**config.mk**
```make
export PLATFORM = sky130hd
export DESIGN_NAME = hcpf_queue
export DESIGN_NICKNAME = d
export VERILOG_FILES = /design/src/hw/rtl/hcpf_pkg.sv /design/src/hw/rtl/hcpf_queue.sv
export SDC_FILE = /design/constraint.sdc
export NUM_CORES = 1
export LEC_CHECK = 0
export ABC_AREA = 1
export BUFFER_PORTS_ARGS = -buffer_cell sky130_fd_sc_hd__clkbuf_2
export CORE_ASPECT_RATIO = 0.75
export CORE_UTILIZATION = 50
export DETAILED_ROUTE_END_ITERATION = 12
export GPL_ROUTABILITY_DRIVEN = 0
export GPL_TIMING_DRIVEN = 1
export HOLD_SLACK_MARGIN = 0.08
export PLACE_DENSITY = 0.76
export SLEW_MARGIN = 20
export SYNTH_ARGS = -nofsm -noshare
export SYNTH_HDL_FRONTEND = slang
export SYNTH_SLANG_ARGS = --single-unit
```
**constraint.sdc**
```tcl
create_clock -name clk -period 12.73 [get_ports clk]
set_input_delay 0.6365 -clock clk [delete_from_list [all_inputs] [get_ports clk]]
set_output_delay 0.6365 -clock clk [all_outputs]
set_load 0.01 [all_outputs]
```
**src/hw/rtl/hcpf_pkg.sv**
```systemverilog
// ----------------------------------------------------------------------------
// hcpf_pkg
// Types and constants shared by the harmonic cutoff pair force block.
// ----------------------------------------------------------------------------
`default_nettype none

package hcpf_pkg;

  localparam int unsigned FRAC_BITS   = 16;
  localparam int unsigned FACTOR_BITS = 16;
  localparam int unsigned NUM_FACTORS = 4;
  localparam int unsigned TABLE_DEPTH = 16;

  localparam logic [16:0] FACTOR_ONE = 17'd65536;
  localparam logic [46:0] MAG_CAP    = 47'h7FFF_FFFF_FFFF;

  // prefactor width: (64-bit delta*k times factor) >> (FACTOR_BITS + FRAC_BITS)
  localparam int unsigned PRE_W = 64 - FRAC_BITS;
  // dividend width of 2 * pre * 2^F
  localparam int unsigned DIV_W = PRE_W + FRAC_BITS + 1;

  localparam logic OP_WRITE = 1'b0;
  localparam logic OP_PAIR  = 1'b1;

  typedef struct packed {
    logic               op;
    logic [3:0]         pair_type;
    logic signed [31:0] disp_x;
    logic signed [31:0] disp_y;
    logic signed [31:0] disp_z;
    logic [1:0]         special_class;
    logic               last_neighbor;
    logic [31:0]        coef_k;
    logic [31:0]        coef_cut;
  } item_t;

  typedef struct packed {
    logic signed [47:0] force_x;
    logic signed [47:0] force_y;
    logic signed [47:0] force_z;
    logic [46:0]        pair_energy;
    logic               in_range;
    logic               is_atom_total;
    logic               last;
  } result_t;

  // classified work handed from front to back
  typedef struct packed {
    logic              is_pair;
    logic [3:0]        idx;
    logic [2:0][31:0]  mag;
    logic [2:0]        neg;
    logic [16:0]       fac;
    logic              last_neighbor;
    logic [31:0]       coef_k;
    logic [31:0]       coef_cut;
  } entry_t;

  function automatic logic signed [47:0] sat_add48(input logic signed [47:0] a,
                                                   input logic signed [47:0] b);
    logic signed [48:0] s;
    s = {a[47], a} + {b[47], b};
    if (s[48] != s[47]) begin
      sat_add48 = s[48] ? {1'b1, 47'd0} : {1'b0, MAG_CAP};
    end else begin
      sat_add48 = s[47:0];
    end
  endfunction

endpackage

`default_nettype wire

```
**src/hw/rtl/hcpf_queue.sv**
```systemverilog
// ----------------------------------------------------------------------------
// hcpf_queue
// Two-entry queue between the front and the back.
// ----------------------------------------------------------------------------
`default_nettype none

module hcpf_queue import hcpf_pkg::*; (
  input  wire logic   clk,
  input  wire logic   rst,
  input  wire logic   push,
  input  wire entry_t push_entry,
  output logic        full,
  input  wire logic   pop,
  output logic        head_valid,
  output entry_t      head
);

  entry_t     slots [2];
  logic       wr_ptr;
  logic       rd_ptr;
  logic [1:0] count;

  assign full       = (count == 2'd2);
  assign head_valid = (count != 2'd0);
  assign head       = slots[rd_ptr];

  always_ff @(posedge clk) begin
    if (push) begin
      slots[wr_ptr] <= push_entry;
    end
  end

  always_ff @(posedge clk) begin
    if (rst) begin
      wr_ptr <= 1'b0;
      rd_ptr <= 1'b0;
      count  <= 2'd0;
    end else begin
      if (push) begin
        wr_ptr <= !wr_ptr;
      end
      if (pop) begin
        rd_ptr <= !rd_ptr;
      end
      count <= count + {1'b0, push} - {1'b0, pop};
    end
  end

endmodule

`default_nettype wire

```
==> results of run 1 <==
==> where the power goes <==
part	total, µW	leakage [µW]	internal (µW)	switching, µW
Sequential	1460	0.00353	1440	22.9
Clock	1000	0.000545	585	418
Combinational	311	0.00292	156	155
Total	2780	0.00700	2180	596
==> logic make-up after synthesis <==
family / count (synthesis) / synth area share (%)
flops: 377 / 79.2
mux: 186 / 18.4
buf+inv: 29 / 1.70
simple gates: 14 / 0.387
fa+ha+maj: 2 / 0.176
compound gates: 1 / 0.0351
xor+xnor: 1 / 0.0616
==> layout make-up <==
type | instances | area [µm²] | share of cell area [%]
Sequential cell | 377 | 11300 | 64.1
Multi-Input combinational cell | 204 | 2720 | 15.5
Timing Repair Buffer | 385 | 1960 | 11.1
Clock buffer | 48 | 987 | 5.61
Tap cell | 385 | 482 | 2.74
Clock inverter | 15 | 124 | 0.704
Inverter | 8 | 35.0 | 0.199
Antenna cell | 1 | 2.50 | 0.0142
==> worst reg2reg max path: stages (launching register included) <==
cell     delay [ns]
dfxtp_1        0.35
nor2_4         0.66
buf_4          0.49
buf_4          0.75
==> state kept, by name (all words and copies together), names as in the netlist, named ones only <==
signal  flops
slots     372
count       2
rd_ptr      1
wr_ptr      1
==> synth_stat cells <==
cell      number  area (µm²)
a21oi_1        1        5.00
buf_2          4        20.0
buf_6         17         191
dfxtp_1        5         100
edfxtp_1     372       11200
ha_1           2        25.0
inv_1          8        30.0
mux2_2        46         518
mux2_4       140        2100
nand2_1        5        18.8
nand3_1        1        5.00
nor2_1         7        26.3
nor3_1         1        5.00
xnor2_1        1        8.76
==> worst paths after layout <==
kind                                     from            to  slack (ns)  cells after the start
worst max-delay path                flip-flop      head[88]        8.08                      5
worst min-delay path            push_entry[1]   slots[0][1]        0.32                      1
worst max register to register         wr_ptr  slots[0][36]       10.02                      3
worst min register to register         rd_ptr     flip-flop        0.52                      2
==> metal layers <==
layer  part of all wire [%]  routed length (µm)  track usage [%]
met5                  0.047                  13                0
met4                    3.1                 868             6.67
met3                    9.0                2520             6.44
met2                     47               13200             29.4
met1                     41               11300             23.2
==> stage by stage <==
stage	area [µm²]	worst slack, ns	power, µW
2_1_floorplan	14200	3.54	1690
3_3_place_gp	16500	8.46	1790
3_5_place_dp	16500	8.42	1800
4_1_cts	17600	7.88	2810
5_1_grt	17600	7.85	2880
6_report	17600	8.08	2780
==> summary.md, run 1 <==
| Metric | Value |
|---|---|
| Status | finished, final reports clean |
| Final period util | 36.5% |
| Average wire per standard cell | 19.6 µm |
| Synth Register Bits | 377 |
| Sequential-to-total area share from yosys stat | 79.2% |
| Area grow syn2layout | 23.6% |
| Req. time, crit path | 12.09 ns |
| Core Util, Final | 62.8% |
| Worst vdd ir | 0.000117 V |
| Sinks on Clock Net | 377 |
| Drt first pass iters | 4 |
| Post-cts resize count | 0 |
| Number of port buffers | 377 |
| Largest delay share family, worst path | buffers and inverters |
| Cts hold-fix bufs | 0 |
| Gate Count Post-Synth | 610 |
| Cell variety after synth | 14 |
| Clk pin slew, worst setup/hold paths | 0.06 ns |
| Vias in the first global route | 7073 |
| Worst slew pin tran | 1.11 ns |
| WP buf/inv | 4 |
| Post-Route WL | 27900 µm |
| Synthesized area | 14200 µm² |
| Cts bufs inserted | 36 |
| Max-Cap Viols | 0 |
| Max Clock Freq | 0.215 GHz |
| Initial antenna violation count | 2 |
| DR vias/cell | 4.94 |
| CP max stage cell | buf_4 |
| Hold Vio Cnt, Final | 0 |
| Initial core utilization | 50.8% |
| Total grt overflow | 0 |
| Critical Path AT | 4.02 ns |
| Residual DRC | 0 |
| Crit-path most repeated cell | buf_4 |
| Most common cell after layout, fill and taps aside | clkbuf_2 |
| Core area | 28000 µm² |
| Min Tclk post-route | 4.65 ns |
| Layout Cells excl Fill | 1423 |
| Initial DRC Count | 314 |
| CTS H-tree depth | 2 |
| Floorplan die width | 197 µm |
| Share of layout cells above drive strength 1 | 59.9% |
| Avg Inst Size Synth | 23.3 µm² |
| Postcts setup bufs | 0 |
| Worst-skew pair later-pin latency | 0.51 ns |
| Crit-path cells | buf_12 -> buf_4 -> buf_4 -> mux2_4 -> clkbuf_2 |
| Crit path kind | reg -> out |
| Final net count | 1204 |
| Crit-path max cell delay | 0.96 ns |
| CTS root buf | clkbuf_16 |
| Mapped Nets | 802 |
| Final setup vio count | 0 |
| CP startpoint kind | flip-flop |
| RSZ-0062 raised after global routing | no |
| Hold WS | 0.317 ns |
| Max FO, Critical Path | 60 |
| Fillcell total | 2009 |
| Die area | 29100 µm² |
| First-pass GRT wire length | 40200 µm |
| HPWL Detailed | 19100 µm |
| Rows | 53 |
| Relative slew margins | 25.9% |
| IO Pins | 378 |
| Most frequent cells in the layout | clkbuf_2, edfxtp_1, mux2_4 |
| Die Y | 148 µm |
| Worst clock skew | 0.0125 ns |
| TritonCTS clock tree | done |
| Final ANT Viol Nets | 0 |
| Overall Global Routing Usage | 18.3% |
| HP Class | in -> reg |
| Placed insts | 1358 |
| Clock Tree Buf Depth | 3 |
| Leak | 0.00700 µW |
| Max Slew Vio Count | 0 |
| Vias post-DR | 7036 |
| Synth warn | 0 |
| Largest net degree at the start of global routing | 72 |
| Setup TNS | 0 ns |
| Kind of end point of the critical path | output pin |
| PwrDens | 158 nW/µm² |
(Power assumes the default switching activity.)
==> inputs of run 2 (changes only) <==
- ABC_AREA: 1 -> 0
- CORE_UTILIZATION: 50 -> 47
- PLACE_DENSITY: 0.76 -> 0.75
- clock period: 12.73 -> 4.18 ns (I/O delays scaled with it)
==> run 2 against run 1 <==
  * First-iteration DRC count rose by 31%
  * Sequential power rose to 3.1 times the previous value
  * Critical path type unchanged
  * Worst hold slack better by 0.11 ns
  * Critical path depth is 2 lower
  * Highest routed layer is now met4
  * Global-route usage is 2.0 points higher
  * Sequential share of layout area decreased by 6.7 points
  * Cell count is 14% higher
  * Via count increased by 11%
==> summary.md, run 2 <==
| Metric | Value |
|---|---|
| Sequential share of power | 50.7% (was 52.7%) |
| Post-Route WL | 31900 µm (was 27900 µm) |
| EDFF count, synth | 372 (unchanged) |
| Max Clock Freq | 0.368 GHz |
| Crit-path max cell delay | 1.03 ns (was 0.96 ns) |
| Critical Path AT | 2.51 ns (was 4.02 ns) |
| Cts bufs inserted | 36 (unchanged) |
| Largest regs | slots (372), count (2) (unchanged) |
| Top reg by flops | slots (unchanged) |
| Pwr Total | 8880 µW (was 2780 µW) |
| Final net count | 1392 (was 1204) |
| Psw | 1960 µW (was 596 µW) |
| Synthesized area | 14200 µm² (about the same) |
| Sinks on Clock Net | 377 (unchanged) |
| Count leader, synth | edfxtp_1 (unchanged) |
| Share of layout cells above drive strength 1 | 51.6% (was 59.9%) |
| Avg Inst Size Synth | 23.7 µm² (was 23.3 µm²) |
| Req. time, crit path | 3.97 ns (was 12.09 ns) |
| HP Class | in -> reg (unchanged) |
| Final period util | 65.1% |
| Place WS | 1.97 ns (was 8.42 ns) |
| Combinational power share | 13.4% (was 11.2%) |
| Clk pin slew, worst setup/hold paths | 0.06 ns (about the same) |
| Initial core utilization | 48.4% (was 50.8%) |
| Mapped Nets | 792 (was 802) |
| Main area contributors after synthesis | edfxtp_1, mux2_4, mux2_2 (unchanged) |
| Final setup vio count | 0 (unchanged) |
| Die Y | 153 µm (was 148 µm) |
| Worst clock skew | 0.00883 ns (was 0.0125 ns) |
| CP startpoint kind | flip-flop (unchanged) |
| Main combinational cell family by area after synthesis | multiplexers (unchanged) |
| Rows | 54 (was 53) |
| DR vias/cell | 4.82 (was 4.94) |
| Synth warn | 0 (unchanged) |
| Area grow syn2layout | 38.0% (was 23.6%) |
| Initial antenna violation count | 5 (was 2) |
| Initial DRC Count | 412 (was 314) |
| First-pass GRT wire length | 47600 µm (was 40200 µm) |
| Drt first pass iters | 6 (was 4) |
| Status | finished, final reports clean (unchanged) |
| Most frequent cells in the layout | clkbuf_2, edfxtp_1, dlygate4sd3_1 (was clkbuf_2, edfxtp_1, mux2_4) |
| Gate Count Post-Synth | 600 (was 610) |
| Max FO, Critical Path | 61 (was 60) |
| Most common cell after layout, fill and taps aside | clkbuf_2 (unchanged) |
| Hold Vio Cnt, Final | 0 (unchanged) |
| Total grt overflow | 0 (unchanged) |
| Min Tclk post-route | 2.72 ns |
| Setup TNS | 0 ns (unchanged) |
| Post-Synth XOR/XNOR Area | 0.282% (was 0.0616%) |
| Worst slew pin tran | 1.03 ns (was 1.11 ns) |
| Asr flop ratio synth | 0% (unchanged) |
| Max-Cap Viols | 0 (unchanged) |
| Average wire per standard cell | 19.7 µm (was 19.6 µm) |
| PwrDens | 453 nW/µm² (was 158 nW/µm²) |
| CP max stage cell | dfxtp_4 (was buf_4) |
| Cell variety after synth | 14 (unchanged) |
| Predominant post-synthesis flop cell | edfxtp_1 (unchanged) |
| Compound-cell area share of the yosys netlist | 0% (was 0.0352%) |
| Vias post-DR | 7815 (was 7036) |
| Largest net degree at the start of global routing | 103 (was 72) |
| Die area | 31000 µm² (was 29100 µm²) |
| Sequential-to-total area share from yosys stat | 79.3% (was 79.2%) |
| Mux cell area share after synthesis | 18.4% (about the same) |
| Synth Register Bits | 377 (unchanged) |
| HPWL Detailed | 19400 µm (was 19100 µm) |
| Final ANT Viol Nets | 0 (unchanged) |
| Vias in the first global route | 8561 (was 7073) |
| Simple logic cell fraction of the synthesized area | 0.326% (was 0.387%) |
| Relative slew margins | 31.4% (was 25.9%) |
| Overall Global Routing Usage | 20.3% (was 18.3%) |
| Proportion of power drawn by the clock network | 35.9% (was 36.1%) |
| Yosys top cell area share | 78.6% (was 78.5%) |
| Leak | 0.00784 µW (was 0.00700 µW) |
| Worst vdd ir | 0.000303 V (was 0.000117 V) |
| Synthesized-area fraction occupied by adder cells | 0.176% (about the same) |
| Sw frac | 22.1% (was 21.5%) |
| Post-cts resize count | 0 (unchanged) |
| Commonest cells in the netlist | edfxtp_1, mux2_4, mux2_2 (unchanged) |
| Internal Power | 6920 µW (was 2180 µW) |
| Max Slew Vio Count | 0 (unchanged) |
| Crit-path cells | buf_4 -> mux2_2 -> clkbuf_2 (was buf_12 -> buf_4 -> buf_4 -> mux2_4 -> clkbuf_2) |
| RSZ-0062 raised after global routing | no (unchanged) |
| TritonCTS clock tree | done (unchanged) |
| Core area | 29400 µm² (was 28000 µm²) |
| CTS root buf | clkbuf_16 (unchanged) |
| Number of port buffers | 377 (unchanged) |
| Floorplan die width | 203 µm (was 197 µm) |
| Crit path kind | reg -> out (unchanged) |
| Residual DRC | 0 (unchanged) |
| Cell taking the most area after synthesis | edfxtp_1 (unchanged) |
| CTS H-tree depth | 2 (unchanged) |
| Max reg flops | 372 (unchanged) |
| Kind of end point of the critical path | output pin (unchanged) |
| IO Pins | 378 (unchanged) |
| Final worst slack | 1.46 ns (was 8.08 ns) |
| Worst-skew pair later-pin latency | 0.51 ns (about the same) |
| Clock Tree Buf Depth | 3 (unchanged) |
==> run 2: cell types whose count changed after synthesis <==
cell,before,now
a21oi_1,1,0
and2_1,0,1
inv_1,8,2
nand2_1,5,0
nand3_1,1,0
nor2_1,7,4
nor2b_1,0,3
nor3_1,1,0
or2_2,0,1
xnor2_1,1,2
xnor3_1,0,1
==> run 2: worst max-delay path, delay by kind of cell, from the launching register on <==
kind	cells	cell delay [ns]
buffers and inverters	2	0.56
multiplexers	1	0.38
flip-flops	1	1.03
==> run 2: power groups by stage <==
stage                     combinational [µW]  clock (µW)  sequential [µW]
after floorplan                          648           0             4550
after global placement                  1020           0             4570
after detailed placement                1030           0             4580
after CTS                               1190        3260             4500
after global routing                    1270        3400             4520
final                                   1190        3190             4510
==> run 2: worst paths after layout <==
check / cells past startpoint / endpoint / start / slack (ns)
worst max register to register: 2 / slots[1][87] / wr_ptr / 2.10
worst min-delay path: 2 / slots[1][77] / push_entry[77] / 0.43
worst max-delay path: 3 / head[26] / flip-flop / 1.46
worst min register to register: 2 / rd_ptr / rd_ptr / 0.53
==> run 2: area by class of cell <==
class	count	area, µm²
Sequential cell	377	11300
Clock inverter	16	179
Fill cell	1874	9770
Timing Repair Buffer	583	3960
Inverter	2	7.51
Antenna cell	5	12.5
Clock buffer	46	960
Multi-Input combinational cell	200	2740
Tap cell	392	490
==> run 2: cell families after synthesis <==
group | count (synthesis)
AND/OR/NAND/NOR | 9
adder cells (fa/ha/maj) | 2
multiplexers | 186
XOR/XNOR | 3
buffers and inverters | 23
flip-flops | 377
==> run 2: per-layer routing <==
metal / part of all wire [%] / GRT usage [%] / wire [µm]
met2: 52 / 36.1 / 16500
met3: 7.1 / 5.58 / 2280
met5: 0 / 0 / 0
met4: 1.9 / 6.30 / 617
met1: 39 / 23.9 / 12500
==> run 2: metrics by stage <==
stage	hold WS, ns	area, µm²	cells	util (%)
3_5_place_dp	0.402	16600	1364	56.4
5_1_grt	0.416	19600	1621	66.8
2_1_floorplan	0.281	14200	600	-
3_3_place_gp	0.398	16600	1364	56.4
6_report	0.430	19600	1621	66.8
4_1_cts	0.396	19600	1616	66.7
==> run 2: what timing repair did <==
action,in CTS,in global routing
hold endpoints to repair,377,0
buffers inserted,0,0
hold buffers,190,0
