File: src/hw/rtl/hcpf_pkg.sv
// ----------------------------------------------------------------------------
// hcpf_pkg
// Types and constants shared by the harmonic cutoff pair force block.
// ----------------------------------------------------------------------------
`default_nettype none

package hcpf_pkg;

  localparam int unsigned FRAC_BITS   = 16;
  localparam int unsigned FACTOR_BITS = 16;
  localparam int unsigned NUM_FACTORS = 4;
  localparam int unsigned TABLE_DEPTH = 16;

  localparam logic [16:0] FACTOR_ONE = 17'd65536;
  localparam logic [46:0] MAG_CAP    = 47'h7FFF_FFFF_FFFF;

  // prefactor width: (64-bit delta*k times factor) >> (FACTOR_BITS + FRAC_BITS)
  localparam int unsigned PRE_W = 64 - FRAC_BITS;
  // dividend width of 2 * pre * 2^F
  localparam int unsigned DIV_W = PRE_W + FRAC_BITS + 1;

  localparam logic OP_WRITE = 1'b0;
  localparam logic OP_PAIR  = 1'b1;

  typedef struct packed {
    logic               op;
    logic [3:0]         pair_type;
    logic signed [31:0] disp_x;
    logic signed [31:0] disp_y;
    logic signed [31:0] disp_z;
    logic [1:0]         special_class;
    logic               last_neighbor;
    logic [31:0]        coef_k;
    logic [31:0]        coef_cut;
  } item_t;

  typedef struct packed {
    logic signed [47:0] force_x;
    logic signed [47:0] force_y;
    logic signed [47:0] force_z;
    logic [46:0]        pair_energy;
    logic               in_range;
    logic               is_atom_total;
    logic               last;
  } result_t;

  // classified work handed from front to back
  typedef struct packed {
    logic              is_pair;
    logic [3:0]        idx;
    logic [2:0][31:0]  mag;
    logic [2:0]        neg;
    logic [16:0]       fac;
    logic              last_neighbor;
    logic [31:0]       coef_k;
    logic [31:0]       coef_cut;
  } entry_t;

  function automatic logic signed [47:0] sat_add48(input logic signed [47:0] a,
                                                   input logic signed [47:0] b);
    logic signed [48:0] s;
    s = {a[47], a} + {b[47], b};
    if (s[48] != s[47]) begin
      sat_add48 = s[48] ? {1'b1, 47'd0} : {1'b0, MAG_CAP};
    end else begin
      sat_add48 = s[47:0];
    end
  endfunction

endpackage

`default_nettype wire

File: src/hw/rtl/hcpf_front.sv
// ----------------------------------------------------------------------------
// hcpf_front
// Accepts items, holds the special factor registers, takes displacement
// magnitudes and drops coefficient writes to unused type pairs.
// ----------------------------------------------------------------------------
`default_nettype none

module hcpf_front import hcpf_pkg::*; #(
  parameter int unsigned NUM_TYPES = 4
) (
  input  wire logic        clk,
  input  wire logic        rst,
  input  wire logic        item_valid,
  output logic             item_ready,
  input  wire item_t       item,
  input  wire logic        cfg_valid,
  output logic             cfg_ready,
  input  wire logic [2:0]  cfg_index,
  input  wire logic [16:0] cfg_data,
  output logic             push,
  output entry_t           push_entry,
  input  wire logic        q_full
);

  localparam int unsigned TYPE_PAIRS = NUM_TYPES * NUM_TYPES;

  logic [NUM_FACTORS-1:0][16:0] factor;
  logic [16:0] fac_sel;
  logic        idx_ok;

  assign cfg_ready  = 1'b1;
  assign item_ready = !q_full;

  always_ff @(posedge clk) begin
    if (rst) begin
      factor <= {17'd0, 17'd0, 17'd0, FACTOR_ONE};
    end else if (cfg_valid && ({29'd0, cfg_index} < NUM_FACTORS)) begin
      factor[cfg_index[1:0]] <= cfg_data;
    end
  end

  always_comb begin
    fac_sel = factor[item.special_class];
    if (fac_sel > FACTOR_ONE) begin
      fac_sel = FACTOR_ONE;
    end
    idx_ok = ({5'd0, item.pair_type} < 9'(TYPE_PAIRS));
    push_entry.is_pair       = (item.op == OP_PAIR);
    push_entry.idx           = item.pair_type;
    push_entry.neg           = {item.disp_z[31], item.disp_y[31], item.disp_x[31]};
    push_entry.mag[0]        = item.disp_x[31] ? 32'(-item.disp_x) : item.disp_x;
    push_entry.mag[1]        = item.disp_y[31] ? 32'(-item.disp_y) : item.disp_y;
    push_entry.mag[2]        = item.disp_z[31] ? 32'(-item.disp_z) : item.disp_z;
    push_entry.fac           = fac_sel;
    push_entry.last_neighbor = item.last_neighbor;
    push_entry.coef_k        = item.coef_k;
    push_entry.coef_cut      = item.coef_cut;
    push = item_valid && item_ready && ((item.op == OP_PAIR) || idx_ok);
  end

endmodule

`default_nettype wire

File: config.mk
export PLATFORM = sky130hd
export DESIGN_NAME = hcpf_front
export DESIGN_NICKNAME = d
export VERILOG_FILES = /design/src/hw/rtl/hcpf_pkg.sv /design/src/hw/rtl/hcpf_front.sv
export SDC_FILE = /design/constraint.sdc
export NUM_CORES = 1
export LEC_CHECK = 0
export BUFFER_PORTS_ARGS = -buffer_cell sky130_fd_sc_hd__buf_2
export CAP_MARGIN = 20
export CELL_PAD_IN_SITES_DETAIL_PLACEMENT = 1
export CELL_PAD_IN_SITES_GLOBAL_PLACEMENT = 1
export CORE_AREA = 2 2 151 153
export CTS_CLUSTER_SIZE = 12
export DETAILED_ROUTE_END_ITERATION = 7
export DIE_AREA = 0 0 153 155
export PLACE_DENSITY_LB_ADDON = 0.1
export SLEW_MARGIN = 20
export SYNTH_ARGS = -nofsm -noshare
export SYNTH_HDL_FRONTEND = slang
export SYNTH_SLANG_ARGS = --single-unit
File: constraint.sdc
create_clock -name clk -period 2.25 [get_ports clk]
set_input_delay 0.225 -clock clk [delete_from_list [all_inputs] [get_ports clk]]
set_output_delay 0.225 -clock clk [all_outputs]
set_load 0.1 [all_outputs]
==> results of run 1 <==
routing by layer:
layer | track usage | up-vias | routed length, µm
met4 | 0.0564 | 2 | 517
met2 | 0.378 | 215 | 13500
met3 | 0.0370 | 39 | 1090
met5 | 0 | - | 17
li1 | - | 3001 | -
met1 | 0.240 | 3159 | 10200
cell families after synthesis:
family                   after synthesis
XOR/XNOR                              87
adder cells (fa/ha/maj)                3
flip-flops                            68
buffers and inverters                124
multiplexers                          17
AO/OA/AOI/OAI                        135
other                                  1
AND/OR/NAND/NOR                      278
per-stage QoR:
step / total power, mW / instance area (µm²)
floorplan: 3.87 / 6790
global placement: 4.52 / 10300
detailed placement: 4.57 / 10300
CTS: 5.89 / 11000
global route: 6.07 / 11400
finish: 5.89 / 11400
critical path: cells and delay by family:
kind / cells / cell delay, ps
AOI/OAI and AO/OA: 1 / 340
xor gates and xnor gates: 1 / 170
buffers and inverters: 2 / 290
and+or+nand+nor: 3 / 1480
repair_timing:
item	4_1_cts	5_1_grt
pin swaps	59	26
setup endpoints to repair	70	69
buffers inserted	13	10
hold buffers	0	0
resized for setup	92	55
how the worst max path moves through the flow:
stage	endpoint	slack [ps]	startpoint
2_1_floorplan	push_entry[116]	-850	item[137]
3_3_place_gp	push_entry[135]	-480	item[99]
3_5_place_dp	push_entry[137]	-520	item[99]
4_1_cts	push_entry[108]	-470	item[137]
5_1_grt	push_entry[108]	-520	item[137]
6_report	push_entry[108]	-480	item[137]
layout make-up:
| cell class | count | area, µm² | share of cell area |
|---|---|---|---|
| Timing Repair Buffer | 423 | 4190 | 0.369 |
| Clock buffer | 11 | 243 | 0.0214 |
| Tap cell | 285 | 357 | 0.0314 |
| Inverter | 9 | 53.8 | 0.00474 |
| Sequential cell | 68 | 1360 | 0.120 |
| Antenna cell | 2 | 5.00 | 0.000440 |
| Multi-Input combinational cell | 521 | 5130 | 0.452 |
| Clock inverter | 3 | 15.0 | 0.00132 |
power by group through the flow:
stage	Clock [mW]	Sequential, mW	Combinational, mW
3_3_place_gp	0	1.27	3.26
6_report	1.24	1.24	3.41
3_5_place_dp	0	1.27	3.30
2_1_floorplan	0	1.26	2.61
5_1_grt	1.31	1.25	3.51
4_1_cts	1.27	1.24	3.37
cell usage in the layout (no fill, tap or decap), drive strengths merged, types with 2 or more instances in the layout:
master	count
a21oi	67
and2	18
buf	423
clkbuf	11
clkinv	3
dfxtp	68
diode	2
ha	3
inv	9
mux4	17
nand2	169
nand2b	11
nand3	3
nand4	3
nor2	8
nor2b	2
nor3	6
nor4	13
o21ai	34
o31ai	26
o41ai	7
or2	5
or3	20
or3b	2
or4	14
xnor2	86
==> flow_summary.yaml, run 1 <==
floorplan:
  die_height_um: 155
  start_util: 0.244
  die_w_um: 153
  pin_count: 382
  core-area_um2: 22200
  die_area_um2: 23700
  rows: 55
route:
  vias_per_cell: 4.85
  vias: 6416
  drc: 0
  firstDrtPassIters: 4
  wl_per_cell_um: 19.1
  drtIter0Drc: 172
  ant_nets: 0
  drt-total-wl_mm: 25.3
clock_tree:
  path_clk_slew_ps: 60
  cts_buffer_depth: 2
  cts_max_level: 3
  cts_made_buffers: 9
  insertion_delay_ps: 320
  cts_tree: "built"
  cts.sinks: 68
  clockRootBuffer: "clkbuf_16"
yosys:
  avgSynthCellArea_um2: 7.62
  ys_types: 38
  syn-instance-count: 713
  synth_top_cells_by_count: "nand2_1 (169), xnor2_1 (86), buf_4 (77), dfxtp_1 (68), a21oi_1 (67)"
  synthesis.nets: 909
  synth-xor-area-share: 0.140
  post-synth-top-area-cell: "dfxtp_1"
  mappedNetlistArea_um2: 5430
  synth_area_leaders: "dfxtp_1 (25%), xnor2_1 (14%), nand2_1 (12%), buf_4 (11%), mux4_2 (7.0%)"
  synth_most_common_cell: "nand2_1"
  synth_top_area_share: 0.251
  seq_area_frac_synth: 0.251
  yosysWarningCount: 0
  synth-simple-area-share: 0.245
  synth_top_family_by_area: "simple AND/OR/NAND/NOR gates"
  synth-compound-area-share: 0.146
  synth_mux_area_frac: 0.0705
  synth_fa_ha_area_frac: 0.00691
  synth_flop_cell: "dfxtp_1"
  synth_edf_count: 0
  async_reset_ff_frac: 0
  ys_ff_latch: 68
grt:
  grt_start_max_net_pins: 30
  grt_pass1_wl_mm: 38.8
  antenna_found_initial: 3
  grt_usage: 0.203
  overflow: 0
  grt_pass1_vias: 7080
pwr:
  sw_frac_of_total: 0.450
  p_clk_frac: 0.211
  p_int_mw: 3.24
  switchingPower_mw: 2.65
  pwr-share-comb: 0.578
  vdd_drop_max_mv: 0.365
  p_leak_nw: 4.82
  seq_power_share: 0.211
  power_density_nw_per_um2: 519
worst_hold_path:
  min_from: "cfg_data[11]"
  worstHoldEndpoint: "factor[62]"
  whs_path_depth: 3
  hold_class: "in -> reg"
timing:
  max_slew_margin: 0.436
  hold_viol: 0
  rsz0062_at_grt: "yes"
  slew_violations: 0
  setup_slack_ps: -478
  min_period_ps: 2730
  fin_crit_sh: 1.21
  finalSetupViolCount: 48
  max_freq_mhz: 367
  hold_slack_ps: 171
  fin_skew_ps: 0
  tightest_slew_ps: 846
  tns_ps: -10820
worst_setup_path:
  r2r_start: "factor[62]"
  worstReg2RegEnd: "factor[62]"
  crit_required_ps: 2030
  crit_fanout: 3
  critPathLaunchType: "primary input"
  r2r_cells: 3
  max_stage_delay_ps: 550
  crit_path_frequent_cell: "or4_4"
  slowest_stage: "or4_4"
  r2r_slack_ps: 1560
  endpoint_kind: "output pin"
  critPathArrivalTime_ps: 2500
  path_class: "in -> out"
  path_cells: "buf_6, or4_4, or4_4, or3_4, o41ai_4, xnor2_4, buf_12"
final_layout:
  top_register: "factor"
  final_cells: 1322
  fin_nets: 1228
  n_fill_cell: 2429
  utilization: 0.511
  syn2layout_area_growth_pct: 109
  drive_above_1_share: 0.642
  largest_reg_flops: 68
  reg_top3: "factor: 68 flops"
flow_run:
  cap_violations: 0
status:
  status: "finished with violations"
  failed_checks: "negative setup slack"
place:
  dp_hpwl_mm: 19.8
  port_buffers: 240
  pre_cts_ws_ps: -516
  dpl.cell_count: 1288
  gp_congestion: 0.818
(Power assumes the default switching activity.)
==> run 2, diff against run 1 <==
--- a/config.mk
+++ b/config.mk
@@ -5,14 +5,15 @@
 export SDC_FILE = /design/constraint.sdc
 export NUM_CORES = 1
 export LEC_CHECK = 0
+export ABC_AREA = 1
 export BUFFER_PORTS_ARGS = -buffer_cell sky130_fd_sc_hd__buf_2
 export CAP_MARGIN = 20
 export CELL_PAD_IN_SITES_DETAIL_PLACEMENT = 1
 export CELL_PAD_IN_SITES_GLOBAL_PLACEMENT = 1
-export CORE_AREA = 2 2 151 153
+export CORE_AREA = 2 2 162 164
 export CTS_CLUSTER_SIZE = 12
 export DETAILED_ROUTE_END_ITERATION = 7
-export DIE_AREA = 0 0 153 155
+export DIE_AREA = 0 0 164 166
 export PLACE_DENSITY_LB_ADDON = 0.1
 export SLEW_MARGIN = 20
 export SYNTH_ARGS = -nofsm -noshare
==> run 2 against run 1 <==
Against the previous run:
- the flow now finishes without violations
- cell area fell by 13%
- sequential cell count unchanged
- largest cell class unchanged
- clock skew stayed put
- maximum frequency grew 29%
- critical endpoint is now push_entry[65]
- worst hold slack got worse by 17 ps
- critical path type is now reg -> out
- global-route usage decreased by 1.5 points
- wire length is 3.4% higher
==> flow_summary.yaml, run 2 <==
route:
  vias: 7355
  wl_per_cell_um: 16.3
  drt-total-wl_mm: 26.1
  drc: 0
  drtIter0Drc: 265
  ant_nets: 0
  vias_per_cell: 4.58
  firstDrtPassIters: 4
worst_setup_path:
  crit_required_ps: 2030
  critPathLaunch: "factor[7]"
  r2r_start: "factor[50]"
  crit_fanout: 7
  path_cells: "nand2_1, nand3_1, nand2_1, nand2_1, nor2_1, nand2_1, nor2_2, nor2_4, buf_12, nor2_2, buf_12"
  max_stage_delay_ps: 320
  slowest_stage: "dfxtp_1"
  path_class: "reg -> out"
  critPathArrivalTime_ps: 1880
  crit_path_frequent_cell: "nand2_1"
  critPathLaunchType: "flip-flop"
  endpoint_kind: "output pin"
timing:
  min_period_ps: 2110
  max_slew_margin: 0.554
  finalSetupViolCount: 0
  hold_slack_ps: 154
  max_freq_mhz: 474
  hold_viol: 0
  setup_slack_ps: 141
  slew_violations: 0
  fin_skew_ps: 0
  fin_crit_sh: 0.937
  rsz0062_at_grt: "yes"
  tightest_slew_ps: 665
place:
  pre_cts_ws_ps: -114
  dp_hpwl_mm: 21.3
  gp_congestion: 0.816
  dpl.cell_count: 1587
  port_buffers: 240
yosys:
  async_reset_ff_frac: 0
  seq_area_frac_synth: 0.218
  synthesis.nets: 1269
  synth_area_leaders: "dfxtp_1 (22%), nand2_1 (15%), nor2_1 (13%), buf_4 (9.4%), xor2_1 (8.5%)"
  avgSynthCellArea_um2: 5.83
  ys_ff_latch: 68
  synth_edf_count: 0
  synth_most_common_cell: "nand2_1"
  yosysWarningCount: 0
  ys_types: 30
  synth_top_area_share: 0.218
  post-synth-top-area-cell: "dfxtp_1"
  syn-instance-count: 1073
  mappedNetlistArea_um2: 6250
  synth_flop_cell: "dfxtp_1"
  synth_top_cells_by_count: "nand2_1 (244), nor2_1 (220), nand3_1 (97), o21ai_0 (97), inv_1 (93)"
clock_tree:
  clockRootBuffer: "clkbuf_16"
  cts_hold_buf: 0
  cts_tree: "built"
  cts_max_level: 3
  cts.sinks: 68
  insertion_delay_ps: 330
  path_clk_slew_ps: 50
  cts_made_buffers: 9
  cts_buffer_depth: 2
final_layout:
  mostFrequentLayoutCells: "nand2_1 (244), nor2_1 (203), buf_2 (155)"
  reg_top3: "factor: 68 flops"
  layout_commonest_cell: "nand2_1"
  top_register: "factor"
  final_cells: 1605
  largest_reg_flops: 68
  drive_above_1_share: 0.320
  fin_nets: 1461
  syn2layout_area_growth_pct: 57.4
status:
  status: "finished clean"
floorplan:
  start_util: 0.244
  rows: 59
  die_area_um2: 27200
  pin_count: 382
  core-area_um2: 25600
  die_w_um: 164
  die_height_um: 166
pwr:
  p_clk_frac: 0.235
  pwr-share-comb: 0.545
  switchingPower_mw: 2.74
  seq_power_share: 0.220
  p_int_mw: 3.03
  power_density_nw_per_um2: 586
  sw_frac_of_total: 0.474
  p_leak_nw: 4.54
  vdd_drop_max_mv: 0.271
worst_hold_path:
  hold_class: "in -> reg"
  min_from: "cfg_data[16]"
grt:
  grt_pass1_vias: 7506
  grt_pass1_wl_mm: 40.6
  overflow: 0
  grt_usage: 0.188
  grt_start_max_net_pins: 69
  antenna_found_initial: 3
flow_run:
  cap_violations: 0
## run 2: cell families (layout without fill, tap and decap cells)
family | after synthesis | in the layout | synth area share
flops | 68 | 68 | 0.218
other cells | 1 | 3 | 0.000600
compound gates | 111 | 111 | 0.0916
buf+inv | 213 | 408 | 0.184
simple gates | 609 | 609 | 0.405
xor+xnor | 68 | 68 | 0.0952
fa+ha+maj | 3 | 3 | 0.00600
## run 2: worst paths after layout
path,to,slack [ps],cells after the start
max,push_entry[65],140,11
min,factor[16],150,3
max reg2reg,factor[50],1590,2
min reg2reg,factor[16],480,2
## run 2: worst max-delay path, delay by kind of cell, from the launching register on
kind	cells	cell delay [ps]
AND/OR/NAND/NOR	9	870
flip-flops	1	320
buffers and inverters	2	340
## run 2: routing by layer
metal  global-route usage  share of wire  vias to the layer above
met5                    0        0.00042                        -
met4               0.0534          0.022                        2
met3               0.0347          0.051                       39
met2                0.334           0.50                      179
met1                0.230           0.43                     3469
li1                     -              -                     3666
## run 2: layout make-up
type / instances / area, µm²
fillers: 3234 / 15800
multi-input cells: 792 / 4460
repair buffers: 293 / 2940
flip-flops and latches: 68 / 1360
well taps: 335 / 419
inverters: 101 / 384
clock buffers: 11 / 233
clock inverters: 3 / 40.0
diodes: 2 / 5.00
## run 2: repair_timing
item,in CTS,in global routing
pin swaps,1,2
setup endpoints to repair,18,20
endpoints found under the hold margin,0,0
resized for setup,2,14
buffers inserted,2,0
## run 2: power groups by stage
stage / Clock (mW) / Combinational [mW] / Sequential, mW
CTS: 1.38 / 3.17 / 1.27
detailed placement: 0 / 3.15 / 1.30
floorplan: 0 / 2.65 / 1.29
finish: 1.35 / 3.15 / 1.27
global placement: 0 / 3.14 / 1.30
global route: 1.45 / 3.29 / 1.28
## run 2: through the flow
step                      power, mW  cell area (µm²)   util  setup TNS, ps
final                          5.77             9840  0.384              0
after global routing           6.02             9840  0.384          -8.08
after CTS                      5.82             9800  0.382              0
after floorplan                3.93             6930      -          -4830
after global placement         4.43             9480  0.370           -156
after detailed placement       4.45             9480  0.370          -1050
==> run 3, diff against run 2 <==
--- a/config.mk
+++ b/config.mk
@@ -14,7 +14,8 @@
 export CTS_CLUSTER_SIZE = 12
 export DETAILED_ROUTE_END_ITERATION = 7
 export DIE_AREA = 0 0 164 166
-export PLACE_DENSITY_LB_ADDON = 0.1
+export GPL_TIMING_DRIVEN = 0
+export PLACE_DENSITY = 0.84
 export SLEW_MARGIN = 20
 export SYNTH_ARGS = -nofsm -noshare
 export SYNTH_HDL_FRONTEND = slang
==> run 3 against run 2 <==
Against the previous run:
- the flow now finishes with violations (negative setup slack)
- power up 3.4%
- critical path depth unchanged
- register-to-register slack got worse by 120 ps
- first-iteration DRC count grew 78%
- sequential share of layout area grew 0.11 points
- count of clock-buffer cells in the layout is 1 higher
- combinational power is 9.8% higher
- wire length up 8.3%
- worst hold slack improved by 17 ps
- cell area grew 0.24%
- critical path type unchanged
- critical endpoint is now push_entry[74]
- largest cell class unchanged
- highest routed layer is now met4
==> flow_summary.yaml, run 3 (synthesis results as in run 2) <==
status:
  status: "finished with violations"
  failed_checks: "negative setup slack"
timing:
  finalSetupViolCount: 1
  max_slew_margin: 0.454
  rsz0062_at_grt: "yes"
  tightest_slew_ps: 812
  fin_skew_ps: 0
  min_period_ps: 2250
  max_freq_mhz: 444
  fin_crit_sh: 1.00
  setup_slack_ps: -0.235
  hold_slack_ps: 171
  slew_violations: 0
  hold_viol: 0
  tns_ps: -0.235
final_layout:
  stdcell_area_um2: 9870
  largest_reg_flops: 68
  diodes: 0
  reg_top3: "factor: 68 flops"
  mostFrequentLayoutCells: "buf_2 (256), nand2_1 (223), nor2_1 (201)"
  syn2layout_area_growth_pct: 57.8
  fin_nets: 1599
  top_register: "factor"
  utilization: 0.385
  final_cells: 1739
  layout_commonest_cell: "buf_2"
  drive_above_1_share: 0.407
place:
  gp_congestion: 0.902
  placed_cell_area_um2: 8890
  dpl.cell_count: 1716
  dp_hpwl_mm: 22.3
  port_buffers: 308
  pre_cts_ws_ps: -704
worst_hold_path:
  hold_class: "in -> reg"
  whs_path_depth: 3
  worstHoldEndpoint: "factor[1]"
  min_from: "cfg_data[1]"
worst_setup_path:
  endpoint_kind: "output pin"
  worstReg2RegEnd: "factor[13]"
  critPathArrivalTime_ps: 2030
  r2r_slack_ps: 1470
  crit_fanout: 8
  path_class: "reg -> out"
  crit_required_ps: 2030
  r2r_cells: 2
  r2r_start: "factor[13]"
  critPathLaunchType: "flip-flop"
route:
  drc: 0
  wl_per_cell_um: 16.3
  vias: 8219
  drt-total-wl_mm: 28.3
  ant_nets: 0
  vias_per_cell: 4.73
  firstDrtPassIters: 4
  drtIter0Drc: 472
clock_tree:
  cts_max_level: 3
  insertion_delay_ps: 330
  path_clk_slew_ps: 50
  cts.sinks: 68
  cts_made_buffers: 9
  cts_buffer_depth: 2
  cts_tree: "built"
  clockRootBuffer: "clkbuf_16"
grt:
  grt_usage: 0.190
  antenna_found_initial: 0
  overflow: 0
  grt_pass1_wl_mm: 41.6
  grt_pass1_vias: 8120
  grt_start_max_net_pins: 11
floorplan:
  die_area_um2: 27200
  pin_count: 382
  core-area_um2: 25600
  rows: 59
  die_w_um: 164
  start_util: 0.244
  die_height_um: 166
pwr:
  vdd_drop_max_mv: 0.413
  total_power_mw: 5.96
  power_density_nw_per_um2: 604
  p_leak_nw: 4.80
flow_run:
  cap_violations: 0
## run 3: changes by cell type in the layout (fill, tap and decap cells not counted), moves of 7 or more
cell / delta
nand2_1: -21
clkbuf_4: +8
nand3_2: +7
nand3_1: -8
buf_8: +7
dfxtp_2: +11
buf_6: +19
buf_12: -80
buf_4: +60
dfxtp_1: -11
buf_2: +101
nand2_2: +19
clkbuf_1: +17
## run 3: final cells by class
class                      count  area (µm²)
clock buffer                  12         246
tap                          335         419
buffer                       112         786
fill                        3355       15700
multi-input combinational    792        4650
sequential                    68        1380
timing repair buffer         319        2000
inverter                     101         387
## run 3: worst max-delay path by stage
stage,endpoint,slack [ps],cells past startpoint,startpoint
after global routing,push_entry[74],-70,11,factor[10]
final,push_entry[74],-0.2,11,factor[61]
after CTS,push_entry[107],-40,10,item[132]
after detailed placement,push_entry[107],-700,10,item[132]
after global placement,push_entry[177],-670,10,item[68]
after floorplan,push_entry[137],-700,3,item[130]
## run 3: per-layer routing
metal	up-vias	global-route usage	wire, µm
met5	-	0	0
met4	0	0.0488	512
met3	35	0.0200	1530
met2	297	0.355	14900
met1	3951	0.229	11400
li1	3936	-	-
## run 3: report_power, final
part | switching (mW) | total [mW] | leakage [nW] | internal (mW)
clock network | 0.477 | 1.23 | 0.120 | 0.751
registers | 0.0216 | 1.27 | 0.558 | 1.25
logic | 2.72 | 3.46 | 4.12 | 0.745
total | 3.22 | 5.96 | 4.80 | 2.75
## run 3: what timing repair did
item / CTS / global route
hold endpoints to repair: 0 / 0
resized for setup: 97 / 106
hold buffers: 0 / 0
setup buffers: 2 / 8
cloned: 0 / 1
endpoints found under the setup margin: 57 / 67
pin swaps: 2 / 18
## run 3: critical path, stage by stage, from the launching register on
cell and delay [ps]:
dfxtp_1 310, nand2_1 50, nand3_1 120, nand2_2 140, nand2_1 90, nor2_1 120, nand2_1 80, nor2_2 170
nor2_4 110, clkbuf_16 190, nor2_4 120, buf_12 180
